`config.mk`:
```
export PLATFORM = sky130hd
export DESIGN_NAME = overcurrent_trip_channel
export DESIGN_NICKNAME = d
export VERILOG_FILES = /design/src/rtl/core/otc_pkg.sv /design/src/rtl/core/otc_regs.sv /design/src/rtl/core/otc_ctrl.sv /design/src/rtl/core/otc_dp.sv /design/src/rtl/core/overcurrent_trip_channel.sv
export VERILOG_INCLUDE_DIRS = /design/src /design/src/rtl/core
export SDC_FILE = /design/constraint.sdc
export NUM_CORES = 2
export LEC_CHECK = 0
export ABC_AREA = 1
export BUFFER_PORTS_ARGS = -buffer_cell sky130_fd_sc_hd__clkbuf_2
export CAP_MARGIN = 20
export CELL_PAD_IN_SITES_DETAIL_PLACEMENT = 1
export CELL_PAD_IN_SITES_GLOBAL_PLACEMENT = 2
export CORE_UTILIZATION = 43
export DETAILED_ROUTE_END_ITERATION = 6
export PLACE_DENSITY = 0.88
export SLEW_MARGIN = 5
export SYNTH_ARGS = -nofsm -noshare
export SYNTH_HDL_FRONTEND = slang
export SYNTH_SLANG_ARGS = --single-unit
```
`constraint.sdc`:
```
create_clock -name clk_i -period 23.3 [get_ports clk_i]
set_input_delay 4.66 -clock clk_i [delete_from_list [all_inputs] [get_ports clk_i]]
set_output_delay 4.66 -clock clk_i [all_outputs]
set_load 0.02 [all_outputs]
```
`src/rtl/core/overcurrent_trip_channel_defines.svh`:
```
// assertion macros shared by the overcurrent trip channel rtl
// expects clk_i and rst_ni in the scope of each use
`ifndef OVERCURRENT_TRIP_CHANNEL_DEFINES_SVH
`define OVERCURRENT_TRIP_CHANNEL_DEFINES_SVH

// antecedent implies consequent in the same cycle
`define OTC_ASSERT_IMPL(lbl, ante, cons, msg) \
  lbl: assert property (@(posedge clk_i) disable iff (!rst_ni) (ante) |-> (cons)) \
    else $error(msg);

// antecedent implies consequent in the next cycle
`define OTC_ASSERT_NEXT(lbl, ante, cons, msg) \
  lbl: assert property (@(posedge clk_i) disable iff (!rst_ni) (ante) |=> (cons)) \
    else $error(msg);

// invariant checked every cycle out of reset
`define OTC_ASSERT_ALWAYS(lbl, cond, msg) \
  lbl: assert property (@(posedge clk_i) disable iff (!rst_ni) 1'b1 |-> (cond)) \
    else $error(msg);

`endif

```
`src/rtl/core/otc_pkg.sv`:
```
// shared types and constants of the overcurrent trip channel
// no dependencies
package otc_pkg;

  localparam int unsigned CUR_W     = 16;
  localparam int unsigned THR_W     = 15;
  localparam int unsigned SHUNT_W   = 10;
  localparam int unsigned TIME_W    = 32;
  localparam int unsigned AVG_W     = 16;
  localparam int unsigned MAG_W     = AVG_W + 1;
  localparam int unsigned PROD_W    = MAG_W + SHUNT_W;
  localparam int unsigned RECIP_W   = 26;
  localparam int unsigned RECIP_SH  = 35;
  localparam int unsigned EST_W     = PROD_W + RECIP_W - RECIP_SH;
  localparam int unsigned DATA_W    = 32;
  localparam int unsigned ADDR_W    = 4;

  // floor(2^35 / 1000), quotient estimate is exact or one low
  localparam logic [RECIP_W-1:0] RECIP_M = 26'd34359738;
  localparam logic [PROD_W-1:0]  MV_DIV  = 27'd1000;

  localparam logic [THR_W-1:0]   THR_RST     = 15'd10000;
  localparam logic [SHUNT_W-1:0] SHUNT_RST   = 10'd10;
  localparam logic [TIME_W-1:0]  HOLDOFF_RST = 32'd5000;

  typedef enum logic [2:0] {
    OP_SAMPLE = 3'd0,
    OP_GATE   = 3'd1,
    OP_CLEAR  = 3'd2,
    OP_TICK   = 3'd3,
    OP_STATUS = 3'd4
  } otc_op_e;

  typedef enum logic [1:0] {
    REG_THRESHOLD = 2'd0,
    REG_SHUNT     = 2'd1,
    REG_HOLDOFF   = 2'd2
  } otc_reg_e;

  typedef enum logic [2:0] {
    ST_IDLE,
    ST_UPDATE,
    ST_SETUP,
    ST_DIVIDE,
    ST_MUL,
    ST_RECIP,
    ST_FINISH
  } otc_state_e;

  typedef struct packed {
    logic [THR_W-1:0]   thr;
    logic [SHUNT_W-1:0] shunt;
    logic [TIME_W-1:0]  holdoff;
  } otc_cfg_t;

  typedef struct packed {
    logic capture;
    logic update;
    logic div_init;
    logic div_step;
    logic mul;
    logic recip;
    logic finish;
  } otc_cmd_t;

  typedef struct packed {
    logic out_free;
  } otc_stat_t;

endpackage

```
`src/rtl/core/otc_regs.sv`:
```
// apb-style configuration registers of the overcurrent trip channel
// depends on otc_pkg
module otc_regs (
  input  logic                         clk_i,
  input  logic                         rst_ni,
  input  logic                         psel,
  input  logic                         penable,
  input  logic                         pwrite,
  input  logic [otc_pkg::ADDR_W-1:0]   paddr,
  input  logic [otc_pkg::DATA_W-1:0]   pwdata,
  output logic [otc_pkg::DATA_W-1:0]   prdata,
  output logic                         pready,
  output otc_pkg::otc_cfg_t            cfg_o
);
  import otc_pkg::*;

  otc_cfg_t cfg_q, cfg_d;
  otc_reg_e reg_sel;
  logic     wr_en;

  assign pready  = 1'b1;
  assign wr_en   = psel & penable & pwrite;
  assign reg_sel = otc_reg_e'(paddr[ADDR_W-1:2]);
  assign cfg_o   = cfg_q;

  always_comb begin
    cfg_d = cfg_q;
    if (wr_en) begin
      unique case (reg_sel)
        REG_THRESHOLD: cfg_d.thr     = pwdata[THR_W-1:0];
        REG_SHUNT:     cfg_d.shunt   = pwdata[SHUNT_W-1:0];
        REG_HOLDOFF:   cfg_d.holdoff = pwdata[TIME_W-1:0];
        default:       ;
      endcase
    end
  end

  always_comb begin
    unique case (reg_sel)
      REG_THRESHOLD: prdata = DATA_W'(cfg_q.thr);
      REG_SHUNT:     prdata = DATA_W'(cfg_q.shunt);
      REG_HOLDOFF:   prdata = DATA_W'(cfg_q.holdoff);
      default:       prdata = '0;
    endcase
  end

  always_ff @(posedge clk_i or negedge rst_ni) begin
    if (!rst_ni) begin
      cfg_q.thr     <= THR_RST;
      cfg_q.shunt   <= SHUNT_RST;
      cfg_q.holdoff <= HOLDOFF_RST;
    end else begin
      cfg_q <= cfg_d;
    end
  end

endmodule

```
`src/rtl/core/otc_ctrl.sv`:
```
// sequencing state machine of the overcurrent trip channel
// depends on otc_pkg and the assertion macro header
`include "overcurrent_trip_channel_defines.svh"

module otc_ctrl #(
  parameter int unsigned ITER = 20
) (
  input  logic                clk_i,
  input  logic                rst_ni,
  input  logic                in_valid_i,
  output logic                in_ready_o,
  input  otc_pkg::otc_stat_t  stat_i,
  output otc_pkg::otc_cmd_t   cmd_o
);
  import otc_pkg::*;

  localparam int unsigned ITER_W = $clog2(ITER + 1);

  otc_state_e        state_q, state_d;
  logic [ITER_W-1:0] cnt_q, cnt_d;

  always_comb begin
    state_d = state_q;
    cnt_d   = cnt_q;
    unique case (state_q)
      ST_IDLE:   if (in_valid_i) state_d = ST_UPDATE;
      ST_UPDATE: state_d = ST_SETUP;
      ST_SETUP: begin
        cnt_d   = ITER_W'(ITER);
        state_d = ST_DIVIDE;
      end
      ST_DIVIDE: begin
        cnt_d = cnt_q - ITER_W'(1);
        if (cnt_q == ITER_W'(1)) state_d = ST_MUL;
      end
      ST_MUL:    state_d = ST_RECIP;
      ST_RECIP:  state_d = ST_FINISH;
      ST_FINISH: if (stat_i.out_free) state_d = ST_IDLE;
      default:   state_d = ST_IDLE;
    endcase
  end

  always_comb begin
    cmd_o      = '0;
    in_ready_o = 1'b0;
    unique case (state_q)
      ST_IDLE: begin
        in_ready_o    = 1'b1;
        cmd_o.capture = in_valid_i;
      end
      ST_UPDATE: cmd_o.update   = 1'b1;
      ST_SETUP:  cmd_o.div_init = 1'b1;
      ST_DIVIDE: cmd_o.div_step = 1'b1;
      ST_MUL:    cmd_o.mul      = 1'b1;
      ST_RECIP:  cmd_o.recip    = 1'b1;
      ST_FINISH: cmd_o.finish   = stat_i.out_free;
      default:   ;
    endcase
  end

  always_ff @(posedge clk_i or negedge rst_ni) begin
    if (!rst_ni) begin
      state_q <= ST_IDLE;
      cnt_q   <= '0;
    end else begin
      state_q <= state_d;
      cnt_q   <= cnt_d;
    end
  end

  `OTC_ASSERT_NEXT(a_finish_to_idle, cmd_o.finish, in_ready_o, "no return to idle after result")
  `OTC_ASSERT_NEXT(a_capture_update, cmd_o.capture, cmd_o.update, "capture not followed by update")

endmodule

```
`src/rtl/core/otc_dp.sv`:
```
// datapath of the overcurrent trip channel: channel state, bit-serial divider,
// millivolt scaling and output register; depends on otc_pkg and the macro header
`include "overcurrent_trip_channel_defines.svh"

module otc_dp #(
  parameter int unsigned WINDOW = 10,
  parameter int unsigned CNT_W  = 4,
  parameter int unsigned SUM_W  = 20
) (
  input  logic                                clk_i,
  input  logic                                rst_ni,
  input  otc_pkg::otc_cmd_t                   cmd_i,
  output otc_pkg::otc_stat_t                  stat_o,
  input  otc_pkg::otc_cfg_t                   cfg_i,
  input  logic [2:0]                          operation_i,
  input  logic signed [otc_pkg::CUR_W-1:0]    current_ma_i,
  input  logic                                gate_request_i,
  output logic                                out_valid_o,
  input  logic                                out_ready_i,
  output logic                                gate_on_o,
  output logic                                fault_latched_o,
  output logic                                rejected_o,
  output logic signed [otc_pkg::AVG_W-1:0]    avg_current_ma_o,
  output logic signed [otc_pkg::AVG_W-1:0]    drop_mv_o,
  output logic [otc_pkg::TIME_W-1:0]          trip_time_ms_o
);
  import otc_pkg::*;

  localparam int unsigned       LIM_W  = SUM_W - 1;
  localparam logic [CNT_W-1:0]  WIN_C  = CNT_W'(WINDOW);
  localparam logic [MAG_W-1:0]  POS_LIM = MAG_W'(32767);
  localparam logic [MAG_W-1:0]  NEG_LIM = MAG_W'(32768);
  localparam logic [EST_W-1:0]  POS_SAT = EST_W'(32767);
  localparam logic [EST_W-1:0]  NEG_SAT = EST_W'(32768);

  // captured item
  logic [2:0]              op_q;
  logic signed [CUR_W-1:0] cur_q;
  logic                    req_q;

  // channel state
  logic [TIME_W-1:0]       now_q, now_d, trip_q, trip_d;
  logic signed [SUM_W-1:0] sum_q, sum_d;
  logic [CNT_W-1:0]        idx_q, idx_d;
  logic                    gate_q, gate_d, fault_q, fault_d, rej_q, rej_d;

  // divider and scaling
  logic                    sign_q;
  logic [SUM_W-1:0]        quo_q;
  logic [CNT_W-1:0]        rem_q, dvs_q;
  logic signed [AVG_W-1:0] avg_q;
  logic [PROD_W-1:0]       prod_q;
  logic [EST_W-1:0]        est_q;

  // output register
  logic                    out_valid_q;
  logic                    out_gate_q, out_fault_q, out_rej_q;
  logic signed [AVG_W-1:0] out_avg_q, out_drop_q;
  logic [TIME_W-1:0]       out_trip_q;

  logic signed [SUM_W-1:0]        sum_inc;
  logic [CNT_W-1:0]               idx_inc;
  logic [LIM_W-1:0]               lim;
  logic                           over;
  logic [TIME_W-1:0]              elapsed;
  logic                           clear_ok;
  logic [SUM_W-1:0]               sum_mag;
  logic [CNT_W:0]                 rem_sh, rem_sub;
  logic                           rem_ge;
  logic [MAG_W-1:0]               mag_lim, mag_avg;
  logic [PROD_W+RECIP_W-1:0]      recip_full;
  logic [PROD_W-1:0]              est_rem;
  logic [EST_W-1:0]               est_adj;
  logic signed [AVG_W-1:0]        drop_val;

  // state update
  assign sum_inc  = sum_q + $signed({{(SUM_W-CUR_W){cur_q[CUR_W-1]}}, cur_q});
  assign idx_inc  = idx_q + CNT_W'(1);
  assign lim      = LIM_W'(cfg_i.thr) * LIM_W'(WINDOW);
  assign over     = !sum_inc[SUM_W-1] && (sum_inc[LIM_W-1:0] > lim);
  assign elapsed  = now_q - trip_q;
  assign clear_ok = elapsed > cfg_i.holdoff;

  always_comb begin
    now_d   = now_q;
    sum_d   = sum_q;
    idx_d   = idx_q;
    gate_d  = gate_q;
    fault_d = fault_q;
    trip_d  = trip_q;
    rej_d   = rej_q;
    if (cmd_i.update) begin
      rej_d = 1'b0;
      unique case (op_q)
        OP_SAMPLE: begin
          if (fault_q) begin
            gate_d = 1'b0;
            rej_d  = 1'b1;
          end else if (idx_inc == WIN_C) begin
            if (over) begin
              gate_d  = 1'b0;
              fault_d = 1'b1;
              trip_d  = now_q;
            end
            sum_d = '0;
            idx_d = '0;
          end else begin
            sum_d = sum_inc;
            idx_d = idx_inc;
          end
        end
        OP_GATE: begin
          if (fault_q) rej_d = 1'b1;
          else gate_d = req_q;
        end
        OP_CLEAR: begin
          if (clear_ok) begin
            fault_d = 1'b0;
            sum_d   = '0;
            idx_d   = '0;
          end else begin
            rej_d = 1'b1;
          end
        end
        OP_TICK: now_d = now_q + TIME_W'(1);
        default: ;
      endcase
    end
  end

  always_ff @(posedge clk_i or negedge rst_ni) begin
    if (!rst_ni) begin
      now_q   <= '0;
      sum_q   <= '0;
      idx_q   <= '0;
      gate_q  <= 1'b0;
      fault_q <= 1'b0;
      trip_q  <= '0;
      rej_q   <= 1'b0;
    end else begin
      now_q   <= now_d;
      sum_q   <= sum_d;
      idx_q   <= idx_d;
      gate_q  <= gate_d;
      fault_q <= fault_d;
      trip_q  <= trip_d;
      rej_q   <= rej_d;
    end
  end

  // restoring divider, one quotient bit a cycle
  assign sum_mag = sum_q[SUM_W-1] ? SUM_W'(-sum_q) : SUM_W'(sum_q);
  assign rem_sh  = {rem_q, quo_q[SUM_W-1]};
  assign rem_ge  = rem_sh >= {1'b0, dvs_q};
  assign rem_sub = rem_ge ? (rem_sh - {1'b0, dvs_q}) : rem_sh;

  // average clamp and shunt product
  assign mag_lim = sign_q ? NEG_LIM : POS_LIM;
  assign mag_avg = (quo_q > SUM_W'(mag_lim)) ? mag_lim : quo_q[MAG_W-1:0];

  // divide by 1000 via reciprocal, one correction step
  assign recip_full = (PROD_W+RECIP_W)'(prod_q) * (PROD_W+RECIP_W)'(RECIP_M);
  assign est_rem    = prod_q - PROD_W'(est_q) * MV_DIV;
  assign est_adj    = (est_rem >= MV_DIV) ? (est_q + EST_W'(1)) : est_q;

  always_comb begin
    if (sign_q) begin
      if (est_adj > NEG_SAT) drop_val = AVG_W'(NEG_SAT);
      else drop_val = AVG_W'(EST_W'(0) - est_adj);
    end else begin
      if (est_adj > POS_SAT) drop_val = AVG_W'(POS_SAT);
      else drop_val = AVG_W'(est_adj);
    end
  end

  always_ff @(posedge clk_i) begin
    if (cmd_i.capture) begin
      op_q  <= operation_i;
      cur_q <= current_ma_i;
      req_q <= gate_request_i;
    end
    if (cmd_i.div_init) begin
      sign_q <= sum_q[SUM_W-1];
      quo_q  <= sum_mag;
      rem_q  <= '0;
      dvs_q  <= (idx_q == '0) ? CNT_W'(1) : idx_q;
    end
    if (cmd_i.div_step) begin
      quo_q <= {quo_q[SUM_W-2:0], rem_ge};
      rem_q <= rem_sub[CNT_W-1:0];
    end
    if (cmd_i.mul) begin
      avg_q  <= AVG_W'(sign_q ? (MAG_W'(0) - mag_avg) : mag_avg);
      prod_q <= PROD_W'(mag_avg) * PROD_W'(cfg_i.shunt);
    end
    if (cmd_i.recip) begin
      est_q <= recip_full[PROD_W+RECIP_W-1:RECIP_SH];
    end
    if (cmd_i.finish) begin
      out_gate_q  <= gate_q;
      out_fault_q <= fault_q;
      out_rej_q   <= rej_q;
      out_avg_q   <= avg_q;
      out_drop_q  <= drop_val;
      out_trip_q  <= trip_q;
    end
  end

  always_ff @(posedge clk_i or negedge rst_ni) begin
    if (!rst_ni) begin
      out_valid_q <= 1'b0;
    end else if (cmd_i.finish) begin
      out_valid_q <= 1'b1;
    end else if (out_ready_i) begin
      out_valid_q <= 1'b0;
    end
  end

  assign stat_o.out_free  = !out_valid_q || out_ready_i;
  assign out_valid_o      = out_valid_q;
  assign gate_on_o        = out_gate_q;
  assign fault_latched_o  = out_fault_q;
  assign rejected_o       = out_rej_q;
  assign avg_current_ma_o = out_avg_q;
  assign drop_mv_o        = out_drop_q;
  assign trip_time_ms_o   = out_trip_q;

  `OTC_ASSERT_ALWAYS(a_fault_gate_off, !(fault_q && gate_q), "gate on while fault latched")
  `OTC_ASSERT_ALWAYS(a_idx_in_window, idx_q < WIN_C, "sample count reached window")
  `OTC_ASSERT_IMPL(a_empty_block_zero, idx_q == '0, sum_q == '0, "sum left with empty block")
  `OTC_ASSERT_IMPL(a_no_overwrite, cmd_i.finish, !out_valid_q || out_ready_i, "result overwritten")

endmodule

```
`src/rtl/core/overcurrent_trip_channel.sv`:
```
// channel   direction  signals                                  transfer when
// in        input      in_valid_i/in_ready_o, operation_i ...   valid and ready high
// out       output     out_valid_o/out_ready_i, gate_on_o ...   valid and ready high
// cfg       input      psel/penable/pwrite/paddr/pwdata/prdata  psel, penable, pwrite
//
// one item at a time: each passes the update, setup, divide, multiply, reciprocal
// and finish steps before its result is registered; the divide step is the
// restoring divider taking one quotient bit a cycle
// the next item is taken as soon as the result sits in the output register
// a stalled output holds the channel in its final step until the register frees
// reset is asynchronous active low and restores register defaults and zero state
//
// top level of the overcurrent trip channel
// depends on otc_pkg, otc_regs, otc_ctrl and otc_dp
module overcurrent_trip_channel #(
  parameter int unsigned WINDOW = 10
) (
  input  logic                                clk_i,
  input  logic                                rst_ni,
  input  logic                                in_valid_i,
  output logic                                in_ready_o,
  input  logic [2:0]                          operation_i,
  input  logic signed [otc_pkg::CUR_W-1:0]    current_ma_i,
  input  logic                                gate_request_i,
  output logic                                out_valid_o,
  input  logic                                out_ready_i,
  output logic                                gate_on_o,
  output logic                                fault_latched_o,
  output logic                                rejected_o,
  output logic signed [otc_pkg::AVG_W-1:0]    avg_current_ma_o,
  output logic signed [otc_pkg::AVG_W-1:0]    drop_mv_o,
  output logic [otc_pkg::TIME_W-1:0]          trip_time_ms_o,
  input  logic                                psel,
  input  logic                                penable,
  input  logic                                pwrite,
  input  logic [otc_pkg::ADDR_W-1:0]          paddr,
  input  logic [otc_pkg::DATA_W-1:0]          pwdata,
  output logic [otc_pkg::DATA_W-1:0]          prdata,
  output logic                                pready
);
  import otc_pkg::*;

  localparam int unsigned CNT_W = $clog2(WINDOW + 1);
  localparam int unsigned SUM_W = CUR_W + CNT_W;

  otc_cfg_t  cfg;
  otc_cmd_t  cmd;
  otc_stat_t stat;

  otc_regs u_regs (
    .clk_i   (clk_i),
    .rst_ni  (rst_ni),
    .psel    (psel),
    .penable (penable),
    .pwrite  (pwrite),
    .paddr   (paddr),
    .pwdata  (pwdata),
    .prdata  (prdata),
    .pready  (pready),
    .cfg_o   (cfg)
  );

  otc_ctrl #(
    .ITER (SUM_W)
  ) u_ctrl (
    .clk_i      (clk_i),
    .rst_ni     (rst_ni),
    .in_valid_i (in_valid_i),
    .in_ready_o (in_ready_o),
    .stat_i     (stat),
    .cmd_o      (cmd)
  );

  otc_dp #(
    .WINDOW (WINDOW),
    .CNT_W  (CNT_W),
    .SUM_W  (SUM_W)
  ) u_dp (
    .clk_i            (clk_i),
    .rst_ni           (rst_ni),
    .cmd_i            (cmd),
    .stat_o           (stat),
    .cfg_i            (cfg),
    .operation_i      (operation_i),
    .current_ma_i     (current_ma_i),
    .gate_request_i   (gate_request_i),
    .out_valid_o      (out_valid_o),
    .out_ready_i      (out_ready_i),
    .gate_on_o        (gate_on_o),
    .fault_latched_o  (fault_latched_o),
    .rejected_o       (rejected_o),
    .avg_current_ma_o (avg_current_ma_o),
    .drop_mv_o        (drop_mv_o),
    .trip_time_ms_o   (trip_time_ms_o)
  );

endmodule
```
* Word level (Yosys, flattened, before mapping)
Index checks and enable logic that the tools add are counted.
Word-level totals: ROM bits 0, output and inout bits 102, input port bits 63, bits in writable memories 0, word-level logic and storage cells 148, latch bits 0, register bits 334, memories 0
Operators by class: muxes and demuxes 50, shift-type cells 0, bitwise logic cells 3, magnitude comparators 7, $add $sub $neg 11, div/mod/pow operators 0, $mul 4, equality and inequality tests 21, reductions and logical operators 23
Operator list (count):
- 20-bit two-way mux | 6
- 32-bit case mux with 3 select lines | 1
- 16-bit two-way mux | 5
- 27-bit by 25-bit multiplier with 52-bit output (second input constant) | 1
- 20-bit case mux with 2 select lines | 1
- 32-bit by 1-bit adder with 32-bit output (second input constant) | 1
- 32-bit > comparator | 1
- 1-bit by 16-bit subtractor with 16-bit output (first input constant) | 2
- 32-bit subtractor | 1
- 27-bit by 10-bit >= comparator with 1-bit output (second input constant) | 1
- 17-bit by 10-bit multiplier with 27-bit output | 1
- 27-bit subtractor | 1
- 18-bit by 7-bit multiplier with 24-bit output (second input constant) | 1
- 4-bit two-way mux | 6
- 3-bit case mux with 7 select lines | 1
- 20-bit by 16-bit adder with 20-bit output | 1
- 20-bit by 17-bit > comparator with 1-bit output | 1
- 1-bit two-way mux | 20
- 20-bit negator | 1
- 19-bit > comparator | 1
- 18-bit by 1-bit adder with 18-bit output (second input constant) | 1
- 18-bit by 15-bit > comparator with 1-bit output (second input constant) | 1
- 18-bit by 16-bit > comparator with 1-bit output (second input constant) | 1
- 15-bit by 3-bit multiplier with 18-bit output (second input constant) | 1
- other kinds (34) | 61

* Depth between registers and ports, before layout
word-level depth 7, depth in mapped cells 49, gate-level depth less buffers 48

* Modules after synthesis
From an unflattened synthesis, not the netlist that was laid out.
Unflattened totals: cell total of the unflattened synthesis 4772, area total of the unflattened synthesis 39889.5 um^2
Modules (own cells, without submodules):
- otc_dp | seq. area each 7617.3 um^2, times used 1, area an instance 36781.5 um^2, cells each 4356
- otc_regs | seq. area each 1441.4 um^2, times used 1, area an instance 2610.0 um^2, cells each 349
- otc_ctrl | seq. area each 200.2 um^2, times used 1, area an instance 498.0 um^2, cells each 67

* Worst setup path before layout
Ideal clock, no wire load.
path kind input -> output, start point input port paddr[3] (netlist name), end point output port prdata[12] (netlist name), path buffers 1, setup slack 13005 ps, arrival time 5635 ps, required time 18640 ps, cell stages on the path 5, cell sequence inv_1 nor2_1 inv_1 clkbuf_1 o21ai_0
Between the ends: longest elaborated chain between the ends 2, elaborated cells on any way between the ends 4, classes of those cells 2 x eq/ne; 1 x mux; 1 x reduce/logical
Ends and longest elaborated chain:
- from (decl) | line overcurrent_trip_channel.sv:36 | input logic [otc_pkg::ADDR_W-1:0] paddr,
- 2-bit == test, or another cell as far along | line otc_regs.sv:39 | unique case (reg_sel)
- 32-bit case mux with 3 select lines (*) | line otc_regs.sv:39
- to (decl) | line overcurrent_trip_channel.sv:38 | output logic [otc_pkg::DATA_W-1:0] prdata,
Mark *: on every way between the ends. The rest lies on a longest branch, timed or not.

* Worst setup path in the final report
start point input port paddr[2] (netlist name), end point output port prdata[1] (netlist name)
The elaborated chain is that of the path after synthesis.

==> results.cfg <==
[logic_synthesis]
synth.distinct_cells = 64
synth_top_area_share_pct = 19.76
yosys.cell_count.top_type = inv_1
yosys_warnings = 0
synth-compound-area-share_pct = 8.342
synth_area_per_cell_sq_um = 8.594
synth.largest_area_cell = fa_1
ys_ff_latch = 334
syn_inst = 4574
synth_xor_area_share_pct = 4.539
synth-adder-area-share_pct = 38.09
synthTopCellsByArea = fa_1 20%, ha_1 18%, edfxtp_1 14%
synth_mux_area_share_pct = 0
synth_top_family_by_area = adder cells
synth-main-ff-cell = edfxtp_1
ys_seq_area_share_pct = 23.55
netlist_top_cells_count = 1020 x inv_1, 818 x nand2_1, 576 x ha_1, 388 x fa_1, 289 x nor2_1
synthesis.area_sq_um = 39310
synth_edf_count = 177
yosys.area_share.simple_pct = 14.88
async_reset_ff_share_pct = 47.01

[sta]
fin_skew_ns = 0.02123
rsz0062_at_grt = no
fmax_mhz = 90.90
setup_tns_ns = 0
period_minus_slack_ns = 11.00
maxSlewHeadroom_pct = 31.22
setup_viol = 0
finalCritPeriodShare_pct = 47.21
tightest_slew_ns = 1.031
final_hold_viol_count = 0
slew_violations = 0

[die]
chipHeight_microns = 304.4
die_width_microns = 304.4
pin_count = 165
coreArea_sq_um = 90290
row_count = 110
die_area_sq_um = 92630
start_util_pct = 43.54

[clock_tree]
h-tree-depth = 2
cts_tree = built
cts_made_buffers = 38
clkTransAtPathRegs_ns = 0.07
cts_hold_buffers = 0
cts_buffer_depth = 3
post_cts_resized = 0
worstSkewPairLatency_ns = 0.59
post_cts_buffers = 0
cts-root-buf = clkbuf_16
cts_sinks = 334

[worst_setup_path]
worst-path-max-fanout = 15
worst_ep_arrival_time_ns = 6.34
start_kind = input port
end_kind = output pin
critPathKind = in2out
worstPathRequired_ns = 18.64

[route]
drt.antenna.violating_nets = 0
drt_wl_total_microns = 112500
vias = 30550
avgRoutedWirePerCell_microns = 18.90
drt_iter0_drc = 1246
viasPerCell = 5.135
dr.pass1.iters = 7
drcViolationCount = 0

[place]
routabilityCongestion = 0.8858
place_area_sq_um = 41520
hpwl_microns = 93060
port_buffers = 161

[global_routing]
antenna_found_initial = 6
grt_max_degree = 82
overflow = 0
grt_usage_pct = 24.86
grt_pass1_wl_microns = 182100
grt_pass1_vias = 33700

[layout]
design_area_sq_um = 42920
n_antenna_cell = 0
postLayoutCoreUtil_pct = 47.54
area_growth_syn_to_layout_pct = 9.189
final_nets = 5771
drive_gt1_share_pct = 7.101

[min_path]
holdCritPathClass = reg2reg

[outcome]
status = completed

[flow_run]
cap_violations = 0
-- flip-flops by register name (all words and copies together) (netlist names), 18 cells and up --
signal,cells
u_dp.trip_q,32
u_regs.cfg_o,57
u_dp.sum_q,20
u_dp.prod_q,27
u_dp.est_q,18
u_dp.quo_q,20
u_dp.trip_time_ms_o,32
u_dp.now_q,32
-- kinds of logic after synthesis --
group,count (synthesis)
compound gates,591
xor+xnor,202
fa+ha+maj,964
buf+inv,1098
flops,334
other cells,2
simple gates,1383
-- worst paths after layout --
path / startpoint / to / slack (ns) / cells past startpoint
min in group asynchronous: rst_ni / u_dp.trip_q[27] / 4.11 / 1
setup reg to reg: u_dp.sign_q / u_dp.prod_q[22] / 14.26 / 38
hold reg to reg: u_dp.avg_q[2] / u_dp.avg_current_ma_o[2] / 0.41 / 0
max in group asynchronous: rst_ni / u_regs.cfg_o[33] / 17.83 / 3
setup / recovery: paddr[2] / prdata[1] / 12.30 / 5
hold / removal: u_dp.avg_q[2] / u_dp.avg_current_ma_o[2] / 0.41 / 0
-- final cells by class --
class | instances | area (sq um)
clock inverters | 23 | 270.3
multi-input cells | 3151 | 25960
well taps | 1176 | 1471
repair buffers | 182 | 1010
inverters | 1037 | 3892
clock buffers | 47 | 1057
fillers | 10790 | 47360
flip-flops and latches | 334 | 9259
-- per-stage QoR --
step	cells	setup WS (ns)	hold WS (ns)
2_1_floorplan	4583	13.00	0.4003
3_3_place_gp	5876	12.18	0.4045
3_5_place_dp	5876	12.17	0.4079
4_1_cts	5946	12.14	0.4159
5_1_grt	5950	12.20	0.4233
6_report	5950	12.30	0.4110
-- worst max-delay path, stage by stage --
cell      delay [ns]
clkbuf_2        0.11
nor2_1          0.74
inv_1           0.22
o221ai_1        0.36
clkbuf_2        0.25
-- cells in the final DEF, fill, tap and decap left out, types with 23 or more instances in the layout --
master        n
a21oi_1     235
a31oi_1      23
clkbuf_16    40
clkbuf_2    160
dfrtp_1     145
edfxtp_1    177
fa_1        388
ha_1        576
inv_1      1020
nand2_1     817
nand2_2      23
nand3_1      94
nand4_1      58
nor2_1      285
nor3_1       40
o21ai_0     223
xnor2_1      53
xor2_1      147
-- layer usage --
layer / part of all wire [%] / global-route usage (%)
met1: 43 / 31.02
met2: 51 / 45.83
met3: 2.6 / 2.354
met4: 2.4 / 6.119
met5: 0.061 / 0
Power is not shown: default switching activity piles up to over one toggle a cycle in this logic, so the estimate is an artifact.
